===== src/hw/rtl/lef_pkg.sv =====
// Shared types and constants of the line editor escape filter.
package lef_pkg;

    localparam int QUEUE_DEPTH = 4;
    localparam int QUEUE_AW    = 2;
    localparam int ERASE_LEN   = 9;

    localparam logic [7:0] CAPACITY_RESET = 8'd32;

    localparam logic [7:0] CH_NUL    = 8'h00;
    localparam logic [7:0] CH_LF     = 8'h0A;
    localparam logic [7:0] CH_CR     = 8'h0D;
    localparam logic [7:0] CH_ESC    = 8'h1B;
    localparam logic [7:0] CH_SPACE  = 8'h20;
    localparam logic [7:0] CH_ZERO   = 8'h30;
    localparam logic [7:0] CH_NINE   = 8'h39;
    localparam logic [7:0] CH_SEMI   = 8'h3B;
    localparam logic [7:0] CH_ONE    = 8'h31;
    localparam logic [7:0] CH_AT     = 8'h40;
    localparam logic [7:0] CH_D      = 8'h44;
    localparam logic [7:0] CH_CSI    = 8'h5B;
    localparam logic [7:0] CH_UNDER  = 8'h5F;
    localparam logic [7:0] CH_TILDE  = 8'h7E;
    localparam logic [7:0] CH_DEL    = 8'h7F;

    // Echo sent for one backspace: cursor left, blank, cursor left.
    localparam logic [7:0] ERASE_SEQ [ERASE_LEN] = '{
        CH_ESC, CH_CSI, CH_ONE, CH_D, CH_SPACE, CH_ESC, CH_CSI, CH_ONE, CH_D
    };

    localparam logic [3:0] ERASE_LAST_STEP = 4'(ERASE_LEN - 1);

    typedef enum logic [1:0] {
        ESC_IDLE,
        ESC_START,
        ESC_INTRO,
        ESC_PARAM
    } esc_phase_t;

    typedef enum logic [1:0] {
        CMD_ERROR,
        CMD_PRINT,
        CMD_ERASE,
        CMD_RETURN
    } cmd_kind_t;

    typedef struct packed {
        cmd_kind_t  kind;
        logic [7:0] ch;
        logic [7:0] pos;
    } cmd_t;

    typedef struct packed {
        logic       echo_valid;
        logic [7:0] echo_byte;
        logic       write_valid;
        logic [7:0] write_index;
        logic [7:0] write_char;
        logic       line_done;
        logic [7:0] line_length;
        logic       escape_error;
        logic       run_last;
    } result_t;

endpackage


===== src/hw/rtl/lef_front.sv =====
// Front end: escape phase tracking, cursor keeping and command issue.
module lef_front (
    input  logic              clk,
    input  logic              rst_n,
    input  logic              cfg_we,
    input  logic [7:0]        cfg_wdata,
    input  logic              in_valid,
    output logic              in_ready,
    input  logic [7:0]        in_byte,
    input  logic              queue_full,
    output logic              push,
    output lef_pkg::cmd_t     push_cmd
);

    lef_pkg::esc_phase_t phase_reg;
    lef_pkg::esc_phase_t phase_next;
    logic [7:0]          cursor_reg;
    logic [7:0]          cursor_next;
    logic [7:0]          capacity_reg;
    logic                accept;
    logic                is_esc;
    logic                is_intro;
    logic                is_param;
    logic                is_final;
    logic                in_seq;
    logic                malformed;
    logic                is_print;

    assign in_ready = !queue_full;
    assign accept   = in_valid && in_ready;

    always_comb
    begin
        is_esc    = (in_byte == lef_pkg::CH_ESC);
        is_intro  = (phase_reg == lef_pkg::ESC_START) &&
                    (in_byte >= lef_pkg::CH_AT) && (in_byte <= lef_pkg::CH_UNDER);
        in_seq    = (phase_reg == lef_pkg::ESC_INTRO) || (phase_reg == lef_pkg::ESC_PARAM);
        is_param  = in_seq && (((in_byte >= lef_pkg::CH_ZERO) && (in_byte <= lef_pkg::CH_NINE))
                    || (in_byte == lef_pkg::CH_SEMI));
        is_final  = in_seq && (in_byte >= lef_pkg::CH_AT) && (in_byte <= lef_pkg::CH_TILDE);
        malformed = !is_esc && !is_intro && !is_param && !is_final &&
                    (phase_reg != lef_pkg::ESC_IDLE);
        is_print  = (in_byte >= lef_pkg::CH_SPACE) && (in_byte <= lef_pkg::CH_TILDE);
    end

    // Escape phase next state.
    always_comb
    begin
        phase_next = phase_reg;
        priority if (is_esc)
            phase_next = lef_pkg::ESC_START;
        else if (is_intro)
            phase_next = lef_pkg::ESC_INTRO;
        else if (is_param)
            phase_next = lef_pkg::ESC_PARAM;
        else
            phase_next = lef_pkg::ESC_IDLE;
    end

    // Command issue and cursor update; only bytes outside a sequence edit the line.
    always_comb
    begin
        push          = 1'b0;
        push_cmd.kind = lef_pkg::CMD_ERROR;
        push_cmd.ch   = in_byte;
        push_cmd.pos  = cursor_reg;
        cursor_next   = cursor_reg;
        priority if (is_esc || is_intro || is_param || is_final)
        begin
            push = 1'b0;
        end
        else if (malformed)
        begin
            push = accept;
        end
        else if (is_print)
        begin
            if (cursor_reg < capacity_reg)
            begin
                push          = accept;
                push_cmd.kind = lef_pkg::CMD_PRINT;
                cursor_next   = cursor_reg + 8'd1;
            end
        end
        else if (in_byte == lef_pkg::CH_DEL)
        begin
            if (cursor_reg != 8'd0)
            begin
                push          = accept;
                push_cmd.kind = lef_pkg::CMD_ERASE;
                cursor_next   = cursor_reg - 8'd1;
            end
        end
        else if (in_byte == lef_pkg::CH_CR)
        begin
            push          = accept;
            push_cmd.kind = lef_pkg::CMD_RETURN;
            cursor_next   = 8'd0;
        end
        else
        begin
            push = 1'b0;
        end
    end

    always_ff @(posedge clk or negedge rst_n)
    begin
        if (!rst_n)
        begin
            phase_reg    <= lef_pkg::ESC_IDLE;
            cursor_reg   <= 8'd0;
            capacity_reg <= lef_pkg::CAPACITY_RESET;
        end
        else
        begin
            if (accept)
            begin
                phase_reg  <= phase_next;
                cursor_reg <= cursor_next;
            end
            if (cfg_we)
                capacity_reg <= cfg_wdata;
        end
    end

endmodule


===== src/hw/rtl/lef_queue.sv =====
// Short command queue between the front end and the result sequencer.
module lef_queue (
    input  logic              clk,
    input  logic              rst_n,
    input  logic              push,
    input  lef_pkg::cmd_t     push_cmd,
    output logic              full,
    input  logic              pop,
    output logic              empty,
    output lef_pkg::cmd_t     head
);

    lef_pkg::cmd_t                 mem [lef_pkg::QUEUE_DEPTH];
    logic [lef_pkg::QUEUE_AW-1:0]  wr_ptr_reg;
    logic [lef_pkg::QUEUE_AW-1:0]  rd_ptr_reg;
    logic [lef_pkg::QUEUE_AW:0]    count_reg;
    logic                          do_push;
    logic                          do_pop;

    assign full    = (count_reg == (lef_pkg::QUEUE_AW+1)'(lef_pkg::QUEUE_DEPTH));
    assign empty   = (count_reg == '0);
    assign do_push = push && !full;
    assign do_pop  = pop && !empty;
    assign head    = mem[rd_ptr_reg];

    always_ff @(posedge clk)
    begin
        if (do_push)
            mem[wr_ptr_reg] <= push_cmd;
    end

    always_ff @(posedge clk or negedge rst_n)
    begin
        if (!rst_n)
        begin
            wr_ptr_reg <= '0;
            rd_ptr_reg <= '0;
            count_reg  <= '0;
        end
        else
        begin
            if (do_push)
                wr_ptr_reg <= wr_ptr_reg + 1'b1;
            if (do_pop)
                rd_ptr_reg <= rd_ptr_reg + 1'b1;
            if (do_push && !do_pop)
                count_reg <= count_reg + 1'b1;
            else if (do_pop && !do_push)
                count_reg <= count_reg - 1'b1;
        end
    end

endmodule


===== src/hw/rtl/lef_back.sv =====
// Result sequencer: expands each queued command into its result requests.
module lef_back (
    input  logic              clk,
    input  logic              rst_n,
    input  logic              queue_empty,
    input  lef_pkg::cmd_t     head,
    output logic              pop,
    output logic              out_valid,
    input  logic              out_ready,
    output lef_pkg::result_t  out_result
);

    logic [3:0]        step_reg;
    logic              out_valid_reg;
    lef_pkg::result_t  result_reg;
    lef_pkg::result_t  result_next;
    logic              load;

    assign load       = !queue_empty && (!out_valid_reg || out_ready);
    assign pop        = load && result_next.run_last;
    assign out_valid  = out_valid_reg;
    assign out_result = result_reg;

    always_comb
    begin
        result_next = '0;
        unique case (head.kind)
            lef_pkg::CMD_ERROR:
            begin
                result_next.escape_error = 1'b1;
                result_next.run_last     = 1'b1;
            end
            lef_pkg::CMD_PRINT:
            begin
                result_next.echo_valid  = 1'b1;
                result_next.echo_byte   = head.ch;
                result_next.write_valid = 1'b1;
                result_next.write_index = head.pos;
                result_next.write_char  = head.ch;
                result_next.run_last    = 1'b1;
            end
            lef_pkg::CMD_ERASE:
            begin
                result_next.echo_valid = 1'b1;
                result_next.echo_byte  = lef_pkg::ERASE_SEQ[step_reg];
                result_next.run_last   = (step_reg == lef_pkg::ERASE_LAST_STEP);
            end
            lef_pkg::CMD_RETURN:
            begin
                result_next.echo_valid = 1'b1;
                if (step_reg == 4'd0)
                begin
                    // Store the terminator while echoing the carriage return.
                    result_next.echo_byte   = lef_pkg::CH_CR;
                    result_next.write_valid = 1'b1;
                    result_next.write_index = head.pos;
                    result_next.write_char  = lef_pkg::CH_NUL;
                end
                else
                begin
                    result_next.echo_byte   = lef_pkg::CH_LF;
                    result_next.line_done   = 1'b1;
                    result_next.line_length = head.pos;
                    result_next.run_last    = 1'b1;
                end
            end
            default:
            begin
                result_next = '0;
            end
        endcase
    end

    always_ff @(posedge clk)
    begin
        if (load)
            result_reg <= result_next;
    end

    always_ff @(posedge clk or negedge rst_n)
    begin
        if (!rst_n)
        begin
            step_reg      <= 4'd0;
            out_valid_reg <= 1'b0;
        end
        else
        begin
            if (load)
            begin
                out_valid_reg <= 1'b1;
                step_reg      <= result_next.run_last ? 4'd0 : step_reg + 4'd1;
            end
            else if (out_ready)
            begin
                out_valid_reg <= 1'b0;
            end
        end
    end

endmodule


===== src/hw/rtl/line_editor_escape_filter_top.sv =====
// Top level of the line editor escape filter.
// The first result request of a byte is offered once its command has passed the queue memory and the result register.
// Throughput: one byte per cycle is accepted while the four-entry command queue has room;
// the sequencer issues one result per cycle while the output is ready, so a backspace yields 9 results.
// Reset clears the cursor, the escape phase, the queue and the output; capacity returns to 32.
module line_editor_escape_filter_top (
    input  logic        clk,
    input  logic        rst_n,
    input  logic        cfg_we,
    input  logic [7:0]  cfg_wdata,
    input  logic        s_axis_tvalid,
    output logic        s_axis_tready,
    input  logic [7:0]  s_axis_tdata,   // in_byte
    output logic        m_axis_tvalid,
    input  logic        m_axis_tready,
    output logic [31:0] m_axis_tdata,   // echo_byte, write_index, write_char, line_length
    output logic [3:0]  m_axis_tuser,   // echo_valid, write_valid, line_done, escape_error
    output logic        m_axis_tlast    // run_last
);

    logic              push;
    lef_pkg::cmd_t     push_cmd;
    logic              queue_full;
    logic              queue_empty;
    logic              pop;
    lef_pkg::cmd_t     head;
    lef_pkg::result_t  result;

    lef_front u_front (
        .clk        (clk),
        .rst_n      (rst_n),
        .cfg_we     (cfg_we),
        .cfg_wdata  (cfg_wdata),
        .in_valid   (s_axis_tvalid),
        .in_ready   (s_axis_tready),
        .in_byte    (s_axis_tdata),
        .queue_full (queue_full),
        .push       (push),
        .push_cmd   (push_cmd)
    );

    lef_queue u_queue (
        .clk      (clk),
        .rst_n    (rst_n),
        .push     (push),
        .push_cmd (push_cmd),
        .full     (queue_full),
        .pop      (pop),
        .empty    (queue_empty),
        .head     (head)
    );

    lef_back u_back (
        .clk         (clk),
        .rst_n       (rst_n),
        .queue_empty (queue_empty),
        .head        (head),
        .pop         (pop),
        .out_valid   (m_axis_tvalid),
        .out_ready   (m_axis_tready),
        .out_result  (result)
    );

    assign m_axis_tdata = {result.line_length, result.write_char,
                           result.write_index, result.echo_byte};
    assign m_axis_tuser = {result.escape_error, result.line_done,
                           result.write_valid, result.echo_valid};
    assign m_axis_tlast = result.run_last;

endmodule


===== config.mk =====
export PLATFORM = sky130hd
export DESIGN_NAME = line_editor_escape_filter_top
export DESIGN_NICKNAME = d
export VERILOG_FILES = /design/src/hw/rtl/lef_pkg.sv /design/src/hw/rtl/lef_front.sv /design/src/hw/rtl/lef_queue.sv /design/src/hw/rtl/lef_back.sv /design/src/hw/rtl/line_editor_escape_filter_top.sv
export SDC_FILE = /design/constraint.sdc
export NUM_CORES = 1
export LEC_CHECK = 0
export BUFFER_PORTS_ARGS = -buffer_cell sky130_fd_sc_hd__buf_2
export CELL_PAD_IN_SITES_DETAIL_PLACEMENT = 1
export CELL_PAD_IN_SITES_GLOBAL_PLACEMENT = 1
export CORE_ASPECT_RATIO = 0.6
export CORE_UTILIZATION = 45
export CTS_CLUSTER_SIZE = 20
export DETAILED_ROUTE_END_ITERATION = 10
export HOLD_SLACK_MARGIN = 0.12
export PLACE_DENSITY = 0.78
export SLEW_MARGIN = 20
export SYNTH_ARGS = -nofsm -noshare
export SYNTH_HDL_FRONTEND = slang
export SYNTH_SLANG_ARGS = --single-unit

===== constraint.sdc =====
create_clock -name clk -period 6.04 [get_ports clk]
set_clock_uncertainty 0.2 [all_clocks]
set_input_delay 0.906 -clock clk [delete_from_list [all_inputs] [get_ports clk]]
set_output_delay 0.906 -clock clk [all_outputs]
set_load 0.03 [all_outputs]

======== Word level (Yosys, flattened, before mapping) ========
Memories as Yosys holds them, arrays and structs flattened.
Index checks and enable logic that the tools add are counted.
word-level totals
  input port bits ......................... 21
  memory bits (read-only) ................. 128
  output and inout bits ................... 39
  flip-flop bits (word level) ............. 67
  latch bits .............................. 0
  memories kept ........................... 2
  RAM bits ................................ 72
  word-level logic and storage cells ...... 135
operators by class
  muxes and demuxes ....................... 39
  divide/modulo/power cells ............... 0
  eq/ne operators ......................... 14
  add/subtract/negate cells ............... 7
  $mul .................................... 0
  shift operators ......................... 0
  order comparisons ....................... 8
  bitwise logic cells ..................... 4
  reduce and logical (&&, ||, !) cells .... 44
memories
  memory            words  width  rd ports  clocked after memory_dff  wr ports  line             text
  (name not given)  16     8      1         0                         0         lef_back.sv:45   result_next.echo_byte = lef_pkg::ERASE_SEQ[step_reg];
  u_queue.mem       4      18     1         0                         1         lef_queue.sv:13  lef_pkg::cmd_t mem [lef_pkg::QUEUE_DEPTH];
operators by type and width
  operator                                                                           number
  8-bit 2-to-1 mux                                                                   7
  17-bit one-hot mux with 2 select lines                                             1
  9-bit one-hot mux with 3 select lines                                              1
  1-bit logical AND                                                                  18
  2-bit 2-to-1 mux                                                                   9
  17-bit 2-to-1 mux                                                                  1
  8-bit by 6-bit >= comparator with 1-bit output (second input constant)             2
  8-bit by 7-bit less-or-equal comparator with 1-bit output (second input constant)  2
  1-bit 2-to-1 mux                                                                   14
  1-bit logical NOT                                                                  9
  3-bit 2-to-1 mux                                                                   3
  9-bit 2-to-1 mux                                                                   1
  8-bit by 1-bit adder with 8-bit output (second input constant)                     1
  2-bit equality test (second input constant)                                        4
  8-bit by 4-bit equality test with 1-bit output (second input constant)             1
  8-bit by 5-bit equality test with 1-bit output (second input constant)             1
  8-bit by 6-bit equality test with 1-bit output (second input constant)             1
  8-bit by 7-bit equality test with 1-bit output (second input constant)             1
  8-bit by 7-bit >= comparator with 1-bit output (second input constant)             1
  8-bit by 6-bit less-or-equal comparator with 1-bit output (second input constant)  1
  8-bit less-than comparator                                                         1
  8-bit nonzero test                                                                 1
  8-bit by 1-bit subtractor with 8-bit output (second input constant)                1
  1-bit logical OR                                                                   6
  other kinds (21)                                                                   28

======== Longest topological paths before layout ========
Gate-level depths: netlist (run 1).
  depth after elaboration ................. 15
  mapped depth ............................ 14
  depth with buffers taken out ............ 13

======== By module ========
Synthesis (run 1) repeated with hierarchy kept, for this count alone.
unflattened totals
  cells, all modules ...................... 443
  area, all modules ....................... 6,267.3 µm²
by module, submodules not included
  module     times used  cells each  area each (µm²)  seq. area each (µm²)
  lef_queue  1           131         3,022.9          2,337.2
  lef_back   1           130         1,770.4          1,206.2
  lef_front  1           182         1,473.9          451.7

======== Worst setup path after synthesis (run 1) ========
Ideal clock, no wire load.
  kind .................................... input-to-reg
  start point ............................. input s_axis_tdata[7]
  end point ............................... register u_queue.count_reg[2] in the netlist's numbering
  data required time ...................... 5,761 ps
  stages on the path ...................... 11
  setup time .............................. 79 ps
  data arrival time ....................... 3,459 ps
  path buffers ............................ 1
  path slack .............................. 2,302 ps
  path through ............................ or4b_4 or4_4 o211ai_1 and3_1 clkbuf_1 ha_1 inv_1 fa_1 xor2_1 nor2_1 xor2_1
between the ends
  cells in the longest elaborated chain, start to end .. 14
  elaborated cells on any way between the ends .. 40
  classes of those cells .................. order compare (6); eq/ne (4); mux (6); reduce/logical (24)
RTL lines
  item                                                                    line                                 text
  start: declaration                                                      line_editor_escape_filter_top.sv:13  input logic [7:0] s_axis_tdata,
  8-bit by 7-bit >= comparator with 1-bit output (tied with other cells)  lef_front.sv:36, lef_front.sv:40
  1-bit logical AND, on equally long branches                             lef_front.sv:35, lef_front.sv:38
  1-bit logical AND / 1-bit logical OR (equally long branches)            lef_front.sv:36, lef_front.sv:39
  1-bit logical NOT / 1-bit logical AND (equally long branches)           lef_front.sv:41, lef_front.sv:38
  1-bit logical AND / 1-bit logical NOT (equally long branches)           lef_front.sv:41                      malformed = !is_esc && !is_intro && !is_param && !is_final &&
  1-bit logical AND (3 in series)                                         lef_front.sv:41
  1-bit 2-to-1 mux                                                        lef_front.sv:72                      else if (malformed)
  1-bit 2-to-1 mux (*)                                                    lef_front.sv:68                      priority if (is_esc || is_intro || is_param || is_final)
  1-bit logical AND (*)                                                   lef_queue.sv:22                      assign do_push = push && !full;
  named net u_queue.do_push                                               lef_queue.sv:17                      logic do_push;
  1-bit logical NOT                                                       lef_queue.sv:48                      else if (do_pop && !do_push)
  1-bit logical AND                                                       lef_queue.sv:48
  2-bit nonzero test (no line)                                            --
  end signal: assignment                                                  lef_queue.sv:47                      count_reg <= count_reg + 1'b1;
  end signal: assignment                                                  lef_queue.sv:49                      count_reg <= count_reg - 1'b1;
  end: declaration                                                        lef_queue.sv:16                      logic [lef_pkg::QUEUE_AW:0] count_reg;
Mark *: on every way through the listed nets, which the timed path passes. The rest lies on a longest branch.
A chain may end at the register's enable or synchronous reset.

======== Worst setup path in the final report (run 1) ========
  start point ............................. register u_front.cursor_reg[1]
  end point ............................... register u_queue.count_reg[2] in the netlist's numbering
between the ends
  cells in the longest elaborated chain, start to end .. 10
  elaborated cells on any way between the ends .. 14
  classes of those cells .................. order compare (1); mux (7); reduce/logical (6)
RTL lines
  item                                                                line              text
  start: declaration                                                  lef_front.sv:17   logic [7:0] cursor_reg;
  start signal: assignment                                            lef_front.sv:119  cursor_reg <= cursor_next;
  branches (longest 3 deep; another with 8-bit less-than comparator)  --
  1-bit 2-to-1 mux (*)                                                lef_front.sv:76   else if (is_print)
  1-bit 2-to-1 mux (*)                                                lef_front.sv:72
  1-bit 2-to-1 mux (*)                                                lef_front.sv:68
  1-bit logical AND (*)                                               lef_queue.sv:22
  1-bit logical NOT                                                   lef_queue.sv:48
  1-bit logical AND                                                   lef_queue.sv:48
  2-bit nonzero test (no line)                                        --
Mark *: on every way between the ends.

==> key figures, run 1 <==
Layout
  – Final Non-Filler Cells: ~670
  – Final Util: between 50% and 60%
  – Post-route cell area: approximately 7200 µm²
  – Nets: ~530
  – Register bank with the most flops: u_queue.mem
  – Max FFs per register: between 70 and 80
  – Layout cells sized above 1: between 20% and 30%
  – Antenna cells: 0
  – Layout area overhead: 18.0%

GRT
  – Initial antenna violation count: 0
  – Vias in the first global route: 4084
  – First-pass GRT wire length: ~23000 µm
  – Grt total ovfl: 0
  – Largest net degree at the start of global routing: 42
  – GRT Total Usage: around 22%

Synthesis
  – Syn_nets: 461
  – Portion of netlist area occupied by mux cells: under 10%
  – Post-Synthesis Cell Area: 6070 µm²
  – Synthesis Warnings: 0
  – Cell count after synthesis: 419
  – Area share of xor/xnor cells in the synthesized design: less than 1%
  – Register area share after synthesis: 66.3%
  – Ys flop type: edfxtp_1
  – Asr flop ratio synth: between 20% and 30%
  – Largest family of logic cells by synthesized area: simple AND/OR/NAND/NOR gates
  – Compound-Gate Fraction of Synth Area: under 10%
  – Post-Syn Area per Cell: approximately 14 µm²
  – Count of different cell masters after synthesis: 53
  – Post-Synth Simple-Gate Area: between 10% and 20%
  – Synth Area in Adders: 4.45%
  – Leading area contributor after synthesis: edfxtp_1
  – Top cell type's share of synthesized area: a little over half
  – Number of synthesized register bits: between 100 and 150
  – Synth top area cells: edfxtp_1 (54%), dfrtp_1 (12%), mux4_2 (6.7%)
  – Post-synth EDFFs: 109

Timing
  – RSZ-0062 raised after global routing: false
  – Slew Limit Fails: 0
  – Period minus WS final: between 3 and 4 ns
  – Final Hold Viols: 0
  – Endpoints failing setup: 0
  – Worst slew margin: about 34%
  – Worst-Margin Slew: between 0.9 and 1 ns
  – Fmax: approximately 260 MHz
  – Fin crit share: around 64%
  – Setup TNS: 0 ns

Power
  – Clock Power Share: approximately 28%
  – P per Cell Area: 534 nW/µm²
  – Switching power: between 1 and 1.5 mW
  – P_leak: around 2.8 nW
  – Gate power share: 31.0%
  – Power Internal: around 2.5 mW
  – Sw Ratio: between 30 and 40%
  – Max VDD drop: a little under 0.2 mV
  – Part of the power in registers: approximately 41%

Worst setup path
  – Reg2reg setup slack: approximately 2.2 ns
  – CP max FO: 13
  – Critical path startpoint category: flop
  – Crit path arrival time: 4.00 ns
  – Setup Crit Path Kind: flop to flop
  – Critical R2R Launch: u_front.cursor_reg[1]
  – Data required time of the worst path: 6.17 ns
  – Reg2reg path depth: 11
  – CP Capture Type: flop
  – Worst R2R End: u_queue.count_reg[2]

Routing
  – Drt wl/cell: approximately 21 µm
  – Vias: 3787
  – ANT nets after route: 0
  – DRC violations left: 14
  – First-pass DRT Iterations: 7
  – Initial DRC Count: 164
  – Final wirelength: about 14000 µm
  – Via-to-Cell Ratio: ~5.7

Run
  – Max-cap violations: 0

Clock tree
  – CTS root buffer: clkbuf_16
  – CTS H-tree lvls: 4
  – CTS tree: done
  – Post_cts resized: 0
  – Total CTS buffers: 17
  – Worst skew pair latency: approximately 0.42 ns
  – Reg clk slew, reported paths: ~0.06 ns
  – Hold-fix buffers at CTS: 0
  – Clock sink count: roughly 140
  – Post-CTS Setup Repair Bufs: 0
  – CTS Buffer Depth: 2

Worst hold path
  – Hold path startpoint: u_back.out_valid
  – Hold Path Cell Cnt: 2
  – Min-delay worst type: flop to flop
  – Hold path endpoint: u_back.out_valid

Placement
  – Post-DP HPWL: 9470 µm
  – Gpl congestion: between 0.8 and 0.9
  – Inst Count DP: 637
  – Placement Cell Area: 6550 µm²
  – PortBufs: 59

Floorplanning
  – Num ports: 60
  – Chip width: around 150 µm
  – Die footprint: roughly 14000 µm²
  – Chip Height: 91.9 µm
  – Core box area: roughly 13000 µm²
  – Initial Util: 46.6%
  – # rows: 32

Status
  – Status: finished, violations left
  – Violated checks: design-rule violations
[worst max-delay path, stage by stage (launching register included)]
cell and delay, ns:
dfrtp_1 0.65, ha_1 0.32, a2111oi_0 0.65, o31ai_1 0.23
nand3_1 0.13, and3_1 0.33, ha_1 0.27, inv_1 0.08
fa_1 0.45, xor2_1 0.18, nor2_1 0.12, xor2_1 0.17
[metrics by stage]
stage	hold slack [ns]	worst slack, ns	power [mW]
3_3_place_gp	0.269	2.07	2.67
6_report	0.288	2.17	3.82
2_1_floorplan	0.257	2.30	2.35
3_5_place_dp	0.279	1.84	2.75
5_1_grt	0.332	1.88	4.01
4_1_cts	0.294	2.15	3.86
[worst max-delay path by stage]
stage | startpoint | end | cells after the start
after global routing | u_front.cursor_reg[1] | u_queue.count_reg[2] | 11
after CTS | u_front.cursor_reg[1] | u_queue.count_reg[2] | 11
final | u_front.cursor_reg[1] | u_queue.count_reg[2] | 11
after global placement | s_axis_tdata[7] | u_queue.count_reg[2] | 11
after floorplan | s_axis_tdata[7] | u_queue.count_reg[2] | 11
after detailed placement | s_axis_tdata[7] | u_queue.count_reg[2] | 11
[per-layer routing]
metal  global-route usage (%)  vias up  part of all wire (%)
met5                        0        -                     0
met2                     34.9       96                    46
met1                     30.2     1945                    48
met4                     8.08        0                   1.2
li1                         -     1729                     -
met3                     4.73       17                   4.7
[cells in the mapped netlist, drive strengths merged (3+ instances only)]
library cell and count:
ha 20, inv 21, dfrtp 29, nand3 7, xnor2 4, or4 4
mux2 4, mux4 18, nor2b 9, a211o 3, a22oi 5, o22ai 5
clkbuf 12, nand2b 6, and2 16, o21a 3, nor2 21, o21ai 22
edfxtp 109, nor3 7, a21o 4, o21bai 3, a21oi 10, o31ai 7
or3 3, nand2 27, and3 10
[cell families after synthesis]
family | Yosys count
DFF | 139
adders and majority gates | 21
AOI/OAI and AO/OA | 72
muxes | 22
buffers and inverters | 35
and+or+nand+nor | 124
xor gates and xnor gates | 6
[cell type report]
type                       instances  area [µm²]
clock buffer                      18         429
clock inverter                    14         185
fill                            1286        5850
inverter                          21        78.8
multi-input combinational        245        1910
sequential                       139        4030
tap                              170         213
timing repair buffer              62         318
[layout by cell type (no fill, tap or decap), types with 4 or more instances in the layout]
cell type and instances:
and2_1 16, nor2b_1 9, nand3_1 7, clkbuf_16 17
dfrtp_1 29, ha_1 20, buf_2 59, nand2_1 27
a22oi_1 5, mux2_2 4, inv_6 5, mux4_2 18
inv_1 21, o31ai_1 7, o21ai_0 21, a21o_1 4
nor3_1 7, edfxtp_1 109, o22ai_1 5, nor2_1 21
nand2b_1 6, xnor2_1 4, and3_1 10, a21oi_1 10
[power groups by stage]
| stage | logic (mW) | clock network, mW | registers, mW |
|---|---|---|---|
| after floorplan | 0.647 | 0 | 1.71 |
| after global placement | 1.13 | 0 | 1.54 |
| after detailed placement | 1.18 | 0 | 1.57 |
| after CTS | 1.20 | 1.11 | 1.55 |
| after global routing | 1.29 | 1.14 | 1.58 |
| final | 1.19 | 1.09 | 1.55 |
Note: power is estimated with default switching activity, not from simulation.
==> inputs of run 2 (changes only) <==
--- a/config.mk
+++ b/config.mk
@@ -9,11 +9,11 @@
 export CELL_PAD_IN_SITES_DETAIL_PLACEMENT = 1
 export CELL_PAD_IN_SITES_GLOBAL_PLACEMENT = 1
 export CORE_ASPECT_RATIO = 0.6
-export CORE_UTILIZATION = 45
+export CORE_UTILIZATION = 44
 export CTS_CLUSTER_SIZE = 20
 export DETAILED_ROUTE_END_ITERATION = 10
 export HOLD_SLACK_MARGIN = 0.12
-export PLACE_DENSITY = 0.78
+export PLACE_DENSITY = 0.79
 export SLEW_MARGIN = 20
 export SYNTH_ARGS = -nofsm -noshare
 export SYNTH_HDL_FRONTEND = slang
==> constraint.sdc (replaced) <==
create_clock -name clk -period 3.45 [get_ports clk]
set_clock_uncertainty 0.2 [all_clocks]
set_input_delay 0.5175 -clock clk [delete_from_list [all_inputs] [get_ports clk]]
set_output_delay 0.5175 -clock clk [all_outputs]
set_load 0.03 [all_outputs]
==> key figures, run 2 (same netlist as run 1, synthesis figures left out) <==
Timing
  – Fin crit share: roughly 96%
  – Worst-Margin Slew: approximately 0.80 ns
  – Worst slew margin: about 47%
  – Final Hold Viols: 0
  – RSZ-0062 raised after global routing: false
  – Final Worst Setup Slack: 0.143 ns
  – Fmax: between 300 and 400 MHz
  – Endpoints failing setup: 0
  – Period minus WS final: 3.31 ns
  – Slew Limit Fails: 0

GRT
  – Grt total ovfl: 0
  – First-pass GRT wire length: around 24000 µm
  – Vias in the first global route: a little over 4000
  – Initial antenna violation count: 0
  – Largest net degree at the start of global routing: between 40 and 50
  – GRT Total Usage: between 20% and 30%

Routing
  – Vias: between 3000 and 4000
  – ANT nets after route: 0
  – First-pass DRT Iterations: 5
  – Final wirelength: 15000 µm
  – DRC violations left: 0
  – Drt wl/cell: approximately 21 µm
  – Via-to-Cell Ratio: between 5 and 6
  – Initial DRC Count: around 280

Power
  – P per Cell Area: 918 nW/µm²
  – P_leak: 2.94 nW
  – Total power: approximately 6.9 mW
  – Max VDD drop: ~0.46 mV

Floorplanning
  – Core box area: approximately 13000 µm²
  – # rows: 32
  – Die footprint: approximately 14000 µm²
  – Chip Height: roughly 93 µm
  – Chip width: 154 µm
  – Initial Util: around 46%
  – Num ports: 60

Clock tree
  – Clock sink count: around 140
  – CTS Buffer Depth: 2
  – Post_cts resized: 0
  – Worst skew pair latency: about 0.42 ns
  – Reg clk slew, reported paths: 0.06 ns
  – CTS root buffer: clkbuf_16
  – CTS tree: done
  – Total CTS buffers: 17
  – CTS H-tree lvls: 4

Worst hold path
  – Hold path startpoint: cfg_wdata[3]
  – Hold Path Cell Cnt: 3
  – Min-delay worst type: input pin to flop
  – Hold path endpoint: u_front.capacity_reg[3]

Layout
  – Commonest non-fill, non-tap cell in the layout: edfxtp_1
  – Layout cells sized above 1: 27.4%
  – Register Area: 4030 µm²
  – Nets: ~560
  – Area taken by multi-input logic gates: around 1900 µm²
  – FILL cells: approximately 1300
  – Antenna cells: 0
  – Max FFs per register: 72
  – Register bank with the most flops: u_queue.mem
  – Commonest non-fill, non-tap cells in the layout: edfxtp_1 (109), buf_2 (59), dfrtp_1 (29)
  – Layout area overhead: 23.2%

Placement
  – Post-DP HPWL: slightly above 10000 µm
  – Gpl congestion: roughly 0.94
  – PortBufs: 59
  – Setup slack after placement: -0.00786 ns

Worst setup path
  – Data required time of the worst path: ~3.6 ns
  – Worst R2R End: u_queue.count_reg[1]
  – Reg2reg path depth: 9
  – Critical R2R Launch: u_front.cursor_reg[2]
  – CP max FO: 3
  – Critical path startpoint category: flop
  – Setup Crit Path Kind: flop to flop
  – Reg2reg setup slack: 0.14 ns
  – CP Capture Type: flop
  – Crit path arrival time: roughly 3.4 ns

Status
  – Status: complete, no violations

Run
  – Max-cap violations: 0
## run 2: changes by cell type in the layout (fill, tap and decap cells not counted), moves of 2 or more
cell           delta
buf_12            +3
clkinv_1          +2
buf_4            +22
dlygate4sd3_1     +8
## run 2: worst max-delay path by stage
stage / start / endpoint / cells after the start
4_1_cts: u_front.cursor_reg[2] / u_queue.count_reg[1] / 9
2_1_floorplan: u_front.cursor_reg[3] / u_queue.count_reg[1] / 11
3_5_place_dp: s_axis_tdata[7] / u_queue.count_reg[2] / 11
6_report: u_front.cursor_reg[2] / u_queue.count_reg[1] / 9
3_3_place_gp: s_axis_tdata[7] / u_queue.count_reg[2] / 11
5_1_grt: u_front.cursor_reg[2] / u_queue.count_reg[1] / 9
## run 2: critical path: stages, from the launching register on
cell and delay, ns:
dfrtp_1 0.41, or4_1 0.54, or4b_2 0.68, nor2_2 0.13, o211ai_1 0.09, and3_1 0.19, ha_1 0.22, inv_1 0.09
fa_1 0.38, mux2_2 0.27
## run 2: what timing repair did
| action | 4_1_cts | 5_1_grt |
|---|---|---|
| hold buffers | 8 | 0 |
| buffers inserted | 0 | 0 |
| hold endpoints to repair | 36 | 0 |
## run 2: metal layers
layer | track usage (%) | share of wire [%]
met1 | 32.7 | 49
met2 | 35.1 | 45
met3 | 4.63 | 5.6
met4 | 6.92 | 0.42
met5 | 0 | 0
## run 2: through the flow
step / setup TNS (ns) / area, µm² / hold WS [ns] / instances / utilization [%]
after floorplan: 0 / 6070 / 0.0219 / 419 / -
after global placement: 0 / 6770 / 0.279 / 662 / 51.6
after detailed placement: -0.00786 / 6770 / 0.291 / 662 / 51.6
after CTS: 0 / 7470 / 0.133 / 702 / 56.9
after global routing: 0 / 7470 / 0.148 / 702 / 56.9
final: 0 / 7470 / 0.144 / 702 / 56.9
## run 2: final cells by class
type	instances	area share, %
Clock inverter	14	2.56
Timing Repair Buffer	95	8.34
Tap cell	170	2.85
Sequential cell	139	53.9
Multi-Input combinational cell	245	25.6
Inverter	21	1.05
Clock buffer	18	5.74
## run 2: power breakdown
group / total (mW) / internal, mW / switching (mW)
clock: 1.93 / 1.21 / 0.719
combinational: 2.36 / 0.872 / 1.49
sequential: 2.57 / 2.37 / 0.194
==> inputs of run 3 (changes only) <==
--- a/config.mk
+++ b/config.mk
@@ -5,7 +5,7 @@
 export SDC_FILE = /design/constraint.sdc
 export NUM_CORES = 1
 export LEC_CHECK = 0
-export BUFFER_PORTS_ARGS = -buffer_cell sky130_fd_sc_hd__buf_2
+export BUFFER_PORTS_ARGS = -buffer_cell sky130_fd_sc_hd__buf_4
 export CELL_PAD_IN_SITES_DETAIL_PLACEMENT = 1
 export CELL_PAD_IN_SITES_GLOBAL_PLACEMENT = 1
 export CORE_ASPECT_RATIO = 0.6
@@ -14,6 +14,7 @@
 export DETAILED_ROUTE_END_ITERATION = 10
 export HOLD_SLACK_MARGIN = 0.12
 export PLACE_DENSITY = 0.79
+export REMOVE_ABC_BUFFERS = 1
 export SLEW_MARGIN = 20
 export SYNTH_ARGS = -nofsm -noshare
 export SYNTH_HDL_FRONTEND = slang
==> key figures, run 3 (same netlist as run 1, synthesis figures left out) <==
Worst setup path
  – CP Capture Type: flop
  – Data required time of the worst path: roughly 3.6 ns
  – CP max FO: 7
  – Setup Crit Path Kind: flop to flop
  – Worst R2R End: u_queue.count_reg[2]
  – Critical R2R Launch: u_front.cursor_reg[5]
  – Critical path startpoint category: flop
  – Reg2reg setup slack: between 0.1 and 0.15 ns
  – Reg2reg path depth: 13
  – Crit path arrival time: ~3.4 ns

Layout
  – Layout area overhead: 24.5%
  – Max FFs per register: 72
  – Layout cells sized above 1: 26.9%
  – Antenna cells: 0
  – Commonest non-fill, non-tap cell in the layout: edfxtp_1
  – Post-route cell area: 7550 µm²
  – Commonest non-fill, non-tap cells in the layout: edfxtp_1 (109), buf_4 (79), dfrtp_1 (29)
  – Register bank with the most flops: u_queue.mem
  – Nets: ~560
  – Final Non-Filler Cells: about 700

Clock tree
  – Post-CTS Setup Repair Bufs: 0
  – Clock sink count: about 140
  – CTS root buffer: clkbuf_16
  – Reg clk slew, reported paths: about 0.060 ns
  – Total CTS buffers: 17
  – Worst skew pair latency: about 0.42 ns
  – CTS tree: done
  – CTS H-tree lvls: 4
  – CTS Buffer Depth: 2

Placement
  – Inst Count DP: roughly 660
  – Placement Cell Area: approximately 7000 µm²
  – Gpl congestion: slightly below 0.9
  – PortBufs: between 50 and 60
  – Post-DP HPWL: roughly 10000 µm
  – Setup slack after placement: -0.00889 ns

Timing
  – Worst slew margin: a little under three fifths
  – Fin crit share: a little over nine tenths
  – RSZ-0062 raised after global routing: false
  – Setup TNS: 0 ns
  – Worst-Margin Slew: 0.649 ns
  – Final Worst Setup Slack: 0.148 ns
  – Final Hold Viols: 0
  – Fmax: 303 MHz
  – Period minus WS final: about 3.3 ns
  – Endpoints failing setup: 0
  – Slew Limit Fails: 0

Floorplanning
  – Num ports: 60
  – # rows: 32
  – Chip width: approximately 150 µm
  – Die footprint: approximately 14000 µm²
  – Core box area: 13100 µm²
  – Chip Height: 93.0 µm
  – Initial Util: 46.2%

Power
  – Total power: a little under 7 mW
  – Max VDD drop: around 0.43 mV
  – P_leak: 2.94 nW
  – P per Cell Area: slightly above 900 nW/µm²

Routing
  – Drt wl/cell: between 20 and 25 µm
  – Via-to-Cell Ratio: ~5.7
  – First-pass DRT Iterations: 5
  – DRC violations left: 0
  – Initial DRC Count: 237
  – Final wirelength: 15100 µm
  – Vias: slightly below 4000
  – ANT nets after route: 0

Worst hold path
  – Hold path endpoint: u_front.capacity_reg[6]
  – Hold path startpoint: cfg_wdata[6]
  – Min-delay worst type: input pin to flop
  – Hold Path Cell Cnt: 3

Status
  – Status: complete, no violations

GRT
  – Largest net degree at the start of global routing: 42
  – Initial antenna violation count: 0
  – Grt total ovfl: 0
  – First-pass GRT wire length: 23300 µm
  – Vias in the first global route: 4157
  – GRT Total Usage: a little under a quarter

Run
  – Max-cap violations: 0
-- run 3: critical path, cell delays in order (launching register included) --
cell     delay (ns)
dfrtp_1        0.45
buf_4          0.19
ha_1           0.31
a211o_1        0.27
a21oi_1        0.18
o31ai_1        0.14
nand3_1        0.11
and3_1         0.19
ha_1           0.20
inv_1          0.08
fa_1           0.44
xor2_1         0.17
nor2_1         0.12
xor2_1         0.16
-- run 3: per-stage QoR --
| step | utilization (%) | hold slack, ns |
|---|---|---|
| after floorplan | - | 0.0219 |
| after global placement | 52.5 | 0.275 |
| after detailed placement | 52.5 | 0.291 |
| after CTS | 57.4 | 0.124 |
| after global routing | 57.5 | 0.125 |
| final | 57.5 | 0.126 |
-- run 3: cell type report --
class                   instances  area [µm²]
clock buffers                  17         425
clock inverters                15         148
fillers                      1296        5580
inverters                      21        78.8
multi-input cells             245        1920
flip-flops and latches        139        4030
well taps                     170         213
repair buffers                 90         743
-- run 3: how the worst max path moves through the flow --
stage          cells after the start  slack (ns)                  start                    to
2_1_floorplan                     11       -0.26        s_axis_tdata[7]  u_queue.count_reg[2]
3_3_place_gp                      11        0.08        s_axis_tdata[7]  u_queue.count_reg[2]
3_5_place_dp                      12      -0.009        s_axis_tdata[7]  u_queue.count_reg[2]
4_1_cts                            9        0.06  u_front.cursor_reg[2]  u_queue.count_reg[1]
5_1_grt                           13        0.04  u_front.cursor_reg[5]  u_queue.count_reg[2]
6_report                          13        0.15  u_front.cursor_reg[5]  u_queue.count_reg[2]
-- run 3: repair_timing --
action | in CTS | in global routing
hold buffers | 7 | 0
hold endpoints to repair | 35 | 0
resized for setup | 0 | 3
setup endpoints to repair | 0 | 2
-- run 3: routing by layer --
| metal | up-vias | global-route usage (%) | share of wire, % |
|---|---|---|---|
| met5 | - | 0 | 0 |
| met4 | 0 | 7.67 | 1.2 |
| met3 | 18 | 4.77 | 5.3 |
| met2 | 136 | 36.2 | 48 |
| met1 | 1998 | 30.8 | 46 |
| li1 | 1788 | - | - |
-- run 3: report_power, final --
| group | total [mW] | internal (mW) | switching [mW] |
|---|---|---|---|
| sequential | 2.57 | 2.38 | 0.195 |
| combinational | 2.51 | 0.985 | 1.53 |
| clock | 1.78 | 1.06 | 0.715 |
| total | 6.86 | 4.42 | 2.44 |
